### src/sv/rle_pkg.sv
// Shared types and constants for the RLE byte-to-halfword decoder, used by
// rle_front, rle_cmdq, rle_back and the top level; depends on nothing else.
package rle_pkg;

  // Flag byte bit that marks a run, and the bias added to a run length.
  localparam logic [7:0] RUN_FLAG = 8'h80;
  localparam logic [7:0] RUN_BIAS = 8'd3;

  // Result slots one command can carry: completing word, pair word, flush word.
  localparam int unsigned SLOTS = 3;

  // Command queue depth and its pointer width.
  localparam int unsigned CMDQ_DEPTH = 4;
  localparam int unsigned CMDQ_PTR_W = 2;

  // Register address map.
  localparam logic ADDR_OUTPUT_SIZE = 1'b0;

  // Decoder phase, one-hot.
  typedef enum logic [2:0] {
    PH_FLAG    = 3'b001,
    PH_RUNVAL  = 3'b010,
    PH_LITERAL = 3'b100
  } phase_t;

  // Fixed-width part of one command; word indexes travel beside it.
  typedef struct packed {
    logic [SLOTS-1:0] last;        // one-hot slot that ends the stream, or zero
    logic [SLOTS-1:0] mask;        // slots that hold a result word
    logic [7:0]       flush_byte;  // low byte of the flush word
    logic [6:0]       pair_count;  // repeat count of the pair word
    logic [15:0]      pair_value;  // two equal run bytes
    logic [15:0]      first_value; // pending low byte completed by this byte
  } cmd_fix_t;

endpackage

### src/sv/rle_front.sv
// RLE decoder front end: parses flag, run value and literal bytes and turns each
// byte with results into one command of up to three result words. Uses rle_pkg.
module rle_front
  import rle_pkg::*;
#(
  parameter int unsigned SIZE_BITS = 24
) (
  input  logic                           clk,
  input  logic                           rst,
  input  logic                           in_valid,
  output logic                           in_ready,
  input  logic [7:0]                     in_byte,
  input  logic [SIZE_BITS-1:0]           size,
  input  logic                           cmd_ready,
  output logic                           cmd_valid,
  output cmd_fix_t                       cmd_fix,
  output logic [SLOTS*SIZE_BITS-1:0]     cmd_idx   // slot 0 index in the lowest bits
);

  localparam int unsigned BPW = SIZE_BITS + 1;

  phase_t         phase, phase_next;
  logic [7:0]     remaining, remaining_next;
  logic [7:0]     pending, pending_next;
  logic [BPW-1:0] produced, produced_next;

  logic           accept;
  logic           odd;
  logic [7:0]     run_cnt;
  logic [6:0]     pairs;
  logic [BPW-1:0] bp_after_first;
  logic [BPW-1:0] bp_end;
  logic [7:0]     pend_end;
  logic [7:0]     rem_dec;
  logic           is_run, is_lit;
  logic           group_end, stream_end;
  logic [SLOTS-1:0] mask;

  assign accept   = in_valid && in_ready;
  assign in_ready = cmd_ready;
  assign is_run   = (phase == PH_RUNVAL);
  assign is_lit   = (phase == PH_LITERAL);
  assign odd      = produced[0];

  // Run arithmetic: a completing byte if the count is odd, then whole pairs.
  assign run_cnt        = remaining - {7'd0, odd};
  assign pairs          = run_cnt[7:1];
  assign bp_after_first = produced + BPW'(odd);
  assign rem_dec        = (remaining != 8'd0) ? remaining - 8'd1 : remaining;

  // End-of-group byte count, pending byte and stream end test.
  always_comb begin
    if (is_run) begin
      bp_end   = produced + BPW'(remaining);
      pend_end = run_cnt[0] ? in_byte : pending;
    end else begin
      bp_end   = produced + BPW'(1);
      pend_end = odd ? 8'd0 : in_byte;
    end
  end

  assign group_end  = is_run || (is_lit && (rem_dec == 8'd0));
  assign stream_end = group_end && (bp_end >= {1'b0, size});

  // Result slots of this byte.
  assign mask[0] = (is_run || is_lit) && odd;
  assign mask[1] = is_run && (pairs != 7'd0);
  assign mask[2] = stream_end && bp_end[0];

  always_comb begin
    cmd_fix.mask        = mask;
    cmd_fix.last[2]     = stream_end && mask[2];
    cmd_fix.last[1]     = stream_end && mask[1] && !mask[2];
    cmd_fix.last[0]     = stream_end && mask[0] && !mask[1] && !mask[2];
    cmd_fix.flush_byte  = pend_end;
    cmd_fix.pair_count  = pairs;
    cmd_fix.pair_value  = {in_byte, in_byte};
    cmd_fix.first_value = {in_byte, pending};
  end

  assign cmd_idx   = {bp_end[SIZE_BITS:1], bp_after_first[SIZE_BITS:1],
                      produced[SIZE_BITS:1]};
  assign cmd_valid = accept && (mask != '0);

  // Parser state update.
  always_comb begin
    phase_next     = phase;
    remaining_next = remaining;
    pending_next   = pending;
    produced_next  = produced;
    if (accept) begin
      unique case (phase)
        PH_FLAG: begin
          if ((in_byte & RUN_FLAG) != 8'd0) begin
            remaining_next = {1'b0, in_byte[6:0]} + RUN_BIAS;
            phase_next     = PH_RUNVAL;
          end else begin
            remaining_next = in_byte + 8'd1;
            phase_next     = PH_LITERAL;
          end
        end
        PH_RUNVAL: begin
          remaining_next = 8'd0;
          pending_next   = pend_end;
          produced_next  = bp_end;
          phase_next     = PH_FLAG;
        end
        PH_LITERAL: begin
          remaining_next = rem_dec;
          pending_next   = pend_end;
          produced_next  = bp_end;
          if (group_end) begin
            phase_next = PH_FLAG;
          end
        end
        default: begin
          phase_next = PH_FLAG;
        end
      endcase
      // A finished stream clears the counters for the next one.
      if (stream_end) begin
        remaining_next = 8'd0;
        pending_next   = 8'd0;
        produced_next  = '0;
      end
    end
  end

  always_ff @(posedge clk) begin
    if (rst) begin
      phase     <= PH_FLAG;
      remaining <= 8'd0;
      pending   <= 8'd0;
      produced  <= '0;
    end else begin
      phase     <= phase_next;
      remaining <= remaining_next;
      pending   <= pending_next;
      produced  <= produced_next;
    end
  end

endmodule

### src/sv/rle_cmdq.sv
// Small register FIFO that holds decoded commands between front and back end.
// Uses the depth constants of rle_pkg.
module rle_cmdq
  import rle_pkg::*;
#(
  parameter int unsigned WIDTH = 8
) (
  input  logic             clk,
  input  logic             rst,
  input  logic             push,
  input  logic [WIDTH-1:0] push_data,
  output logic             full,
  input  logic             pop,
  output logic             empty,
  output logic [WIDTH-1:0] head
);

  logic [WIDTH-1:0]    entries [CMDQ_DEPTH];
  logic [CMDQ_PTR_W-1:0] wr_ptr, rd_ptr;
  logic [CMDQ_PTR_W:0]   count;
  logic                do_push, do_pop;

  assign full    = (count == (CMDQ_PTR_W+1)'(CMDQ_DEPTH));
  assign empty   = (count == '0);
  assign do_push = push && !full;
  assign do_pop  = pop && !empty;
  assign head    = entries[rd_ptr];

  // Storage write.
  always_ff @(posedge clk) begin
    if (do_push) begin
      entries[wr_ptr] <= push_data;
    end
  end

  // Pointers and fill count.
  always_ff @(posedge clk) begin
    if (rst) begin
      wr_ptr <= '0;
      rd_ptr <= '0;
      count  <= '0;
    end else begin
      if (do_push) begin
        wr_ptr <= wr_ptr + 1'b1;
      end
      if (do_pop) begin
        rd_ptr <= rd_ptr + 1'b1;
      end
      if (do_push && !do_pop) begin
        count <= count + 1'b1;
      end else if (do_pop && !do_push) begin
        count <= count - 1'b1;
      end
    end
  end

endmodule

### src/sv/rle_back.sv
// RLE decoder back end (uses rle_pkg): walks the result slots of the head
// command and presents one result word per ready cycle in an output register.
module rle_back
  import rle_pkg::*;
#(
  parameter int unsigned SIZE_BITS = 24,
  parameter int unsigned OUT_W     = 48
) (
  input  logic                       clk,
  input  logic                       rst,
  input  logic                       cmd_valid,
  input  cmd_fix_t                   cmd_fix,
  input  logic [SLOTS*SIZE_BITS-1:0] cmd_idx,
  output logic                       cmd_pop,
  output logic                       out_valid,
  input  logic                       out_ready,
  output logic [OUT_W-1:0]           out_data,
  output logic                       out_last
);

  logic [SLOTS-1:0]     taken;
  logic [SLOTS-1:0]     rest, sel, after;
  logic                 load;
  logic [15:0]          value;
  logic [6:0]           count;
  logic [SIZE_BITS-1:0] index;

  // Slots still to send, and the lowest of them.
  assign rest  = cmd_fix.mask & ~taken;
  assign sel   = rest & (~rest + 1'b1);
  assign after = rest & ~sel;
  assign load  = cmd_valid && (!out_valid || out_ready);
  assign cmd_pop = load && (after == '0);

  // Select the fields of the chosen slot.
  always_comb begin
    value = {8'd0, cmd_fix.flush_byte};
    count = 7'd1;
    index = cmd_idx[2*SIZE_BITS +: SIZE_BITS];
    if (sel[0]) begin
      value = cmd_fix.first_value;
      index = cmd_idx[0 +: SIZE_BITS];
    end else if (sel[1]) begin
      value = cmd_fix.pair_value;
      count = cmd_fix.pair_count;
      index = cmd_idx[SIZE_BITS +: SIZE_BITS];
    end
  end

  // Slot progress within the head command.
  always_ff @(posedge clk) begin
    if (rst) begin
      taken <= '0;
    end else if (load) begin
      taken <= cmd_pop ? '0 : (taken | sel);
    end
  end

  // Output register.
  always_ff @(posedge clk) begin
    if (rst) begin
      out_valid <= 1'b0;
    end else if (load) begin
      out_valid <= 1'b1;
    end else if (out_ready) begin
      out_valid <= 1'b0;
    end
  end

  always_ff @(posedge clk) begin
    if (load) begin
      out_data <= OUT_W'({index, count, value});
      out_last <= (sel & cmd_fix.last) != '0;
    end
  end

endmodule

### src/sv/rle_byte_stream_to_halfwords.sv
// RLE byte stream to halfword decoder. Compressed bytes (flag, run value or
// literal) enter on the s_ stream at up to one byte per cycle. A run value
// byte gives up to three result words (completing halfword, repeated pair
// with a count, end-of-stream flush) and a literal byte at most one; these
// pass a four-entry command queue and leave on the m_ stream at one word per
// ready cycle, so the output port sets the sustained rate when results
// outnumber input bytes. The stream ends at the first group end where the
// decoded byte total reaches output_size_bytes; that result carries tlast and
// the counters clear. Write output_size_bytes at address 0 only while idle.
module rle_byte_stream_to_halfwords
  import rle_pkg::*;
#(
  parameter int unsigned SIZE_BITS = 24
) (
  input  logic              clk,
  input  logic              rst,
  // Configuration port
  input  logic              psel,
  input  logic              penable,
  input  logic              pwrite,
  input  logic [2:0]        paddr,
  input  logic [31:0]       pwdata,
  output logic [31:0]       prdata,
  output logic              pready,
  // Input stream
  input  logic              s_tvalid,
  output logic              s_tready,
  input  logic [7:0]        s_tdata,  // [7:0] compressed_byte
  // Output stream
  output logic              m_tvalid,
  input  logic              m_tready,
  // [15:0] halfword_value, [22:16] repeat_count,
  // [SIZE_BITS+22:23] first_word_index, zero fill above
  output logic [((23+SIZE_BITS+7)/8)*8-1:0] m_tdata,
  output logic              m_tlast
);

  localparam int unsigned OUT_W = ((23 + SIZE_BITS + 7) / 8) * 8;
  localparam int unsigned FIX_W = $bits(cmd_fix_t);
  localparam int unsigned IDX_W = SLOTS * SIZE_BITS;
  localparam int unsigned CMD_W = FIX_W + IDX_W;

  logic [SIZE_BITS-1:0] output_size;
  logic                 cfg_write;

  logic                 f_valid, q_full, q_empty, q_pop;
  cmd_fix_t             f_fix, b_fix;
  logic [IDX_W-1:0]     f_idx, b_idx;
  logic [CMD_W-1:0]     q_head;

  // Configuration register.
  assign pready    = 1'b1;
  assign cfg_write = psel && penable && pwrite && pready && (paddr[2] == ADDR_OUTPUT_SIZE);
  assign prdata    = (paddr[2] == ADDR_OUTPUT_SIZE) ? 32'(output_size) : 32'd0;

  always_ff @(posedge clk) begin
    if (rst) begin
      output_size <= '0;
    end else if (cfg_write) begin
      output_size <= pwdata[SIZE_BITS-1:0];
    end
  end

  // Byte parser.
  rle_front #(.SIZE_BITS(SIZE_BITS)) u_front (
    .clk       (clk),
    .rst       (rst),
    .in_valid  (s_tvalid),
    .in_ready  (s_tready),
    .in_byte   (s_tdata),
    .size      (output_size),
    .cmd_ready (!q_full),
    .cmd_valid (f_valid),
    .cmd_fix   (f_fix),
    .cmd_idx   (f_idx)
  );

  // Command queue.
  rle_cmdq #(.WIDTH(CMD_W)) u_cmdq (
    .clk       (clk),
    .rst       (rst),
    .push      (f_valid),
    .push_data ({f_idx, f_fix}),
    .full      (q_full),
    .pop       (q_pop),
    .empty     (q_empty),
    .head      (q_head)
  );

  assign b_fix = cmd_fix_t'(q_head[FIX_W-1:0]);
  assign b_idx = q_head[CMD_W-1:FIX_W];

  // Result word sequencer.
  rle_back #(.SIZE_BITS(SIZE_BITS), .OUT_W(OUT_W)) u_back (
    .clk       (clk),
    .rst       (rst),
    .cmd_valid (!q_empty),
    .cmd_fix   (b_fix),
    .cmd_idx   (b_idx),
    .cmd_pop   (q_pop),
    .out_valid (m_tvalid),
    .out_ready (m_tready),
    .out_data  (m_tdata),
    .out_last  (m_tlast)
  );

`ifndef ASSERT_OFF
  // Every result word repeats its halfword between one and 65 times.
  a_count_range: assert property (@(posedge clk) disable iff (rst)
    m_tvalid |-> (m_tdata[22:16] != 7'd0) && (m_tdata[22:16] <= 7'd65))
    else $error("repeat count out of range");

  // Nothing is presented on the output right after reset.
  a_reset_idle: assert property (@(posedge clk) disable iff (rst)
    $past(rst) |-> !m_tvalid)
    else $error("output valid right after reset");

  // A size write reads back on the next cycle.
  a_cfg_readback: assert property (@(posedge clk) disable iff (rst)
    (psel && penable && pwrite && (paddr[2] == ADDR_OUTPUT_SIZE)) |=>
      (paddr[2] != ADDR_OUTPUT_SIZE) || (prdata == 32'($past(pwdata[SIZE_BITS-1:0]))))
    else $error("size register readback mismatch");
`endif

endmodule
### config.mk
export PLATFORM = sky130hd
export DESIGN_NAME = rle_byte_stream_to_halfwords
export DESIGN_NICKNAME = d
export VERILOG_FILES = /design/src/sv/rle_pkg.sv /design/src/sv/rle_front.sv /design/src/sv/rle_cmdq.sv /design/src/sv/rle_back.sv /design/src/sv/rle_byte_stream_to_halfwords.sv
export SDC_FILE = /design/constraint.sdc
export NUM_CORES = 1
export LEC_CHECK = 0
export ABC_CLOCK_PERIOD_IN_PS = 9000
export BUFFER_PORTS_ARGS = -buffer_cell sky130_fd_sc_hd__buf_2
export CAP_MARGIN = 25
export CORE_MARGIN = 2
export CORE_UTILIZATION = 45
export CTS_CLUSTER_DIAMETER = 150
export DETAILED_ROUTE_END_ITERATION = 7
export HOLD_SLACK_MARGIN = 0.15
export PLACE_DENSITY_LB_ADDON = 0.05
export SETUP_SLACK_MARGIN = 0.2
export SLEW_MARGIN = 20
export SYNTH_ARGS = -nofsm -noshare
export SYNTH_HDL_FRONTEND = slang
export SYNTH_SLANG_ARGS = --single-unit
### constraint.sdc
create_clock -name clk -period 9 [get_ports clk]
set_input_delay 0.9 -clock clk [delete_from_list [all_inputs] [get_ports clk]]
set_output_delay 0.9 -clock clk [all_outputs]
set_load 0.02 [all_outputs]
* Word level (Yosys, flattened, before mapping) *
Memory sizes are Yosys's and may differ from the RTL's. A register that Yosys moved wholly into a read port is not among the register bits.
Index checks and enable logic that the tools add are counted.

cells by class
  bitwise gates (word level) = 10
  multiply operators = 0
  reduce and logical (&&, ||, !) cells = 48
  div/mod/pow operators = 0
  eq/ne operators = 5
  shift operators = 0
  mux-type cells = 29
  add/sub/neg operators = 12
  order comparisons = 1

operator list
  kind                                              number
  2-to-1 mux 25 bit                                 3
  2-to-1 mux 24 bit                                 3
  2-to-1 mux 8 bit                                  8
  2-to-1 mux 16 bit                                 2
  adder 25 x 1 -> 25 bit                            1
  adder 25 x 1 -> 25 bit, second input constant     1
  adder 25 x 8 -> 25 bit                            1
  greater-or-equal comparator 25 x 24 -> 1 bit      1
  case mux 8 bit (3 select lines)                   1
  logical AND 1 bit                                 22
  2-to-1 mux 3 bit                                  5
  bitwise AND 3 bit                                 4
  inverter 3 bit                                    3
  adder 7 x 2 -> 8 bit, second input constant       1
  adder 8 x 1 -> 8 bit, second input constant       1
  zero test 8 bit                                   1
  nonzero test 8 bit                                1
  subtractor 8 x 1 -> 8 bit                         1
  subtractor 8 x 1 -> 8 bit, second input constant  1
  zero test 1 bit                                   7
  nonzero test 7 bit                                1
  adder 3 x 1 -> 3 bit, second input constant       2
  equality test 3 bit, second input constant        2
  zero test 3 bit                                   2
  other kinds (16)                                  30

storage, ports and cells
  output and inout port bits = 84
  bits in latches = 0
  input bits = 50
  word-level logic and storage cells = 119
  memories = 1
  flip-flop bits (word level) = 127
  bits in read-only memories = 0
  bits in writable memories = 500

memories
  name            words  width  rd ports  clocked after memory_dff  write ports  RTL line        text
  u_cmdq.entries  4      125    1         1                         1            rle_cmdq.sv:18  logic [WIDTH-1:0] entries [CMDQ_DEPTH];

* Logic depth before layout (Yosys ltp) *
  word-level depth = 14
  gate-level depth with buffers = 25
  mapped depth without buffers = 24

* By module *
Synthesis repeated with hierarchy kept, for this count alone.

second synthesis, totals
  cells, all modules = 1718
  area, all modules = 27073.5 µm²

modules (own cells, without submodules)
  module                        area each (µm²)  sequential area each (µm²)  cells an instance  times used
  rle_cmdq                      18462.7          15194.6                     701                1
  rle_front                     4777.1           880.8                       631                1
  rle_back                      2482.4           1521.5                      242                1
  rle_byte_stream_to_halfwords  1351.3           480.5                       144                1

* Worst setup path after synthesis *
No wires, ideal clock.

  kind = reg2reg
  start point = register u_front.phase[2]
  end point = memory u_cmdq.entries[0][0] (netlist bit), enable pin
  library setup time = 0.479 ns
  path buffers = 1
  data required time = 8.521 ns
  stages on the path, launching flop included = 20
  slack = 2.094 ns
  clock period less this slack = 6.906 ns
  arrival time = 6.426 ns
  path through = dfxtp_1 -> clkbuf_1 -> nor3_1 -> nand2_1 -> ha_1 -> fa_1 -> a211oi_1 -> o211a_1 -> or3b_1 -> nor2_4 -> nand3_1 -> xnor2_1 -> ha_1 -> nand4_1 -> nor2_1 -> nand4_1 -> a21oi_1 -> o41ai_2 -> a31oi_4 -> and2_1

between the ends
  longest elaborated chain between the ends = 10
  elaborated cells on any way between the ends = 16
  those cells by class = order compare: 1; eq/ne: 2; mux: 3; reduce/logical: 10

RTL lines
  item                                          RTL line                            text
  start, declared                               rle_front.sv:22                     phase_t phase, phase_next;
  start signal, assigned                        rle_front.sv:136                    phase <= phase_next;
  equality test 3 x 2 -> 1 bit                  rle_front.sv:41                     assign is_run = (phase == PH_RUNVAL);
  2-to-1 mux 25 bit                             rle_front.sv:53                     if (is_run) begin
  via f_idx[63]                                 rle_byte_stream_to_halfwords.sv:48  logic [IDX_W-1:0] f_idx, b_idx;
  greater-or-equal comparator 25 x 24 -> 1 bit  rle_front.sv:63                     assign stream_end = group_end && (bp_end >= {1'b0, size});
  logical AND 1 bit                             rle_front.sv:63
  logical AND 1 bit                             rle_front.sv:68                     assign mask[2] = stream_end && bp_end[0];
  nonzero test 3 bit                            rle_front.sv:83                     assign cmd_valid = accept && (mask != '0);
  logical AND 1 bit                             rle_front.sv:83
  logical AND 1 bit                             rle_cmdq.sv:25                      assign do_push = push && !full;
  via u_cmdq.do_push                            rle_cmdq.sv:21                      logic do_push, do_pop;
  2-to-1 mux 1 bit                              rle_cmdq.sv:31                      if (do_push) begin
  2-to-1 mux 1 bit (not written as such)        rle_cmdq.sv:32                      entries[wr_ptr] <= push_data;
  end, declared                                 rle_cmdq.sv:18

The timed path passes the listed nets, and every way through them passes these cells.

* Worst setup path in the final report *
  start point = register u_front.phase[1]
  end point = memory u_cmdq.entries[1][106] (netlist bit), enable pin

The elaborated chain is that of the path after synthesis.

==> metrics.yaml <==
synth:
  ys_seq_area_share_pct: 67.4
  synth_edf_count: 480
  yosysWarnings: 0
  post-synth-top-area-fraction_pct: 60.6
  ys_types: 82
  syn_area_sq_um: 23800
  syn-instance-count: 1541
  synth_area_leaders: "edfxtp_1 61%, mux4_2 10%, dfxtp_1 6.8%"
  ys_ff_latch: 561
  avgSynthCellArea_sq_um: 15.4
  synthArstFlopShare_pct: 0
  synth_top_area_cell: "edfxtp_1"
  synthFlopType: "edfxtp_1"
placed_design:
  place_area_sq_um: 25000
  portBuffers: 113
  dp_hpwl_mm: 32.7
  gp_congestion: 0.852
  post-place-ws_ps: 2260
  place_inst: 2272
power:
  power_frac_clock_pct: 33.2
  pwr-share-comb_pct: 20.1
  vdd_drop_max_uv: 201
  power_mw: 6.78
  p_sw_mw: 1.93
  p_int_mw: 4.85
  p_sw_share_pct: 28.5
  p_leak_nw: 9.48
  seqPwrFrac_pct: 46.7
  power_density_nw_per_um2: 253
timing:
  tightest_slew_ps: 955
  skew_ps: 14.6
  fin_hold_ws_ps: 452
  period_share_pct: 74.6
  finalSetupViolCount: 0
  rsz0062_at_grt: "false"
  period_minus_slack_ps: 6720
  setup_slack_ps: 2280
  setup-tns-final_ps: 0
  max_freq_ghz: 0.149
  hold_viol: 0
  slew_headroom_pct: 36.3
  drv_slew: 0
global_route:
  grt_overflow: 0
  grt_usage_pct: 20.3
  grt.busiest_layer: "met2"
  use_met3_pct: 3.49
  antenna_found_initial: 1
  grt_pass1_vias: 13500
  grt_use_met2_pct: 32.6
  met1_usage_pct: 29.1
  grt_pass1_wl_mm: 82.7
  grt_max_degree: 69
finish:
  drive_above_1_share_pct: 20.7
  syn2layout_area_growth_pct: 12.9
  utilization_pct: 51.2
  fin_cells: 2382
  design_area_sq_um: 26800
  final_net_count: 1742
  diodes: 0
setup_path:
  required_ps: 9270
  cpMaxStageDelayCell: "and2_4"
  cp-start-kind: "flip-flop"
  criticalPathCategory: "reg2reg"
  rrSetupSlack_ps: 2280
  cp.arrival_ps: 6990
  cpMostUsedCell: "nor2_1"
  end_kind: "flip-flop"
  path_cells: "inv_1, or3_1, nor2_1, ha_1, a211oi_1, o21ai_0, nand2_1, a21o_1, nor2_1, nand2_1, xnor2_1, ha_1, nand4_1, nor2_1, nand4_1, a21oi_1, o41ai_2, a31oi_4, and2_4, buf_4"
  max_stage_delay_ps: 790
  critPathMaxFanout: 53
floorplan:
  die_h_um: 234
  start_util_pct: 45.3
  io_pins: 134
  die_w_um: 234
  coreArea_sq_um: 52400
  rows: 84
  die_area_sq_um: 54700
clock_tree:
  path_clk_slew_ps: 60
  cts_resized: 0
  clock-root-buffer: "clkbuf_16"
  cts.sinks: 561
  clkLatencyLatePin_ps: 620
  cts_tree: "done"
  cts_setup_buffers: 0
  cts_buffers: 58
  cts_buffer_depth: 3
  htree_levels: 2
  ctsHoldBuffers: 0
detailed_routing:
  first_pass_iters: 5
  drtIter0Drc: 726
  wire_per_inst_um: 22.8
  wirelength_mm: 54.3
  ant_nets: 0
  vias: 13300
  via_per_inst: 5.58
  drc: 0
run:
  drv_cap: 0
min_path:
  hp-class: "reg2reg"
outcome:
  status: "completed"
## power groups by stage
| stage | Sequential (mW) | Clock (mW) | Combinational, mW |
|---|---|---|---|
| 3_5_place_dp | 3.22 | 0 | 1.38 |
| 5_1_grt | 3.19 | 2.42 | 1.48 |
| 6_report | 3.16 | 2.25 | 1.36 |
| 3_3_place_gp | 3.22 | 0 | 1.37 |
| 4_1_cts | 3.17 | 2.32 | 1.38 |
| 2_1_floorplan | 3.33 | 0 | 0.841 |
## area by class of cell
class / instances / area, sq um
well taps: 688 / 861
multi-input cells: 849 / 7200
flip-flops and latches: 561 / 16000
clock inverters: 15 / 120
inverters: 39 / 146
repair buffers: 137 / 803
fillers: 4372 / 25600
clock buffers: 93 / 1660
## flip-flops by register name, indices dropped and copies added (netlist names), named ones only
name               flops
output_size           24
u_back.out_data       47
u_back.out_valid       1
u_back.taken           3
u_front.pending        8
u_cmdq.count           3
u_cmdq.entries       432
u_cmdq.wr_ptr          2
u_front.remaining      8
u_back.out_last        1
u_cmdq.rd_ptr          2
u_front.phase          3
u_front.produced      25
## per-layer routing
metal	share of wire [%]	wire, um
met1	46	25200
met2	47	25500
met3	4.7	2540
met4	1.9	1060
met5	0	0
## synth_stat cells (11+ instances only)
master / n
inv_1: 39
edfxtp_1: 480
buf_2: 15
xor2_1: 21
dfxtp_1: 81
a21oi_1: 87
ha_1: 44
nand2_1: 120
nor2_1: 119
mux4_2: 106
mux2i_1: 35
xnor2_1: 40
and2_1: 24
buf_1: 18
buf_4: 11
o21ai_0: 22
nand3_1: 23
clkbuf_1: 51
nor3_1: 16
a2bb2oi_1: 15
## path summary, 6_finish.rpt
check | start | end | cells after the start
max | u_front.phase[1] | u_cmdq.entries[1][106] | 20
min | output_size[4] | output_size[4] | 2
max reg2reg | u_front.phase[1] | u_cmdq.entries[1][106] | 20
min reg2reg | output_size[4] | output_size[4] | 2
## critical path: cells and delay by family, from the launching register on
family / cells / cell delay (ps)
AO/OA/AOI/OAI: 6 / 1500
XOR/XNOR: 1 / 570
adder cells (fa/ha/maj): 2 / 460
buffers and inverters: 2 / 590
flip-flops: 1 / 380
AND/OR/NAND/NOR: 9 / 2820
## kinds of logic (layout without fill, tap and decap cells)
family                     after synthesis  in the layout  share of synthesized area [%]
AOI/OAI and AO/OA                      206            206                           5.87
and+or+nand+nor                        383            383                           7.77
xor gates and xnor gates                62             62                           2.32
muxes                                  141            141                           11.5
DFF                                    561            561                           67.4
other                                    2             10                         0.0316
buffers and inverters                  139            284                           2.53
adders and majority gates               47             47                           2.53
## layout by cell type, fill, tap and decap left out, types with 7 or more instances in the layout
master     instances
edfxtp_1         480
nand2_1          120
nor2_1           119
buf_2            113
mux4_2           106
a21oi_1           85
dfxtp_1           79
clkbuf_16         58
ha_1              44
xnor2_1           40
inv_1             39
mux2i_1           35
clkbuf_1          27
nand3_1           23
o21ai_0           22
xor2_1            21
and2_1            20
buf_4             20
nor3_1            16
a2bb2oi_1         15
nand4_1           10
nor2b_1           10
conb_1            10
or3_1              8
a22o_1             8
clkbuf_8           8
clkinv_2           8
or4_1              7
Power figures use the tool's default switching activity.
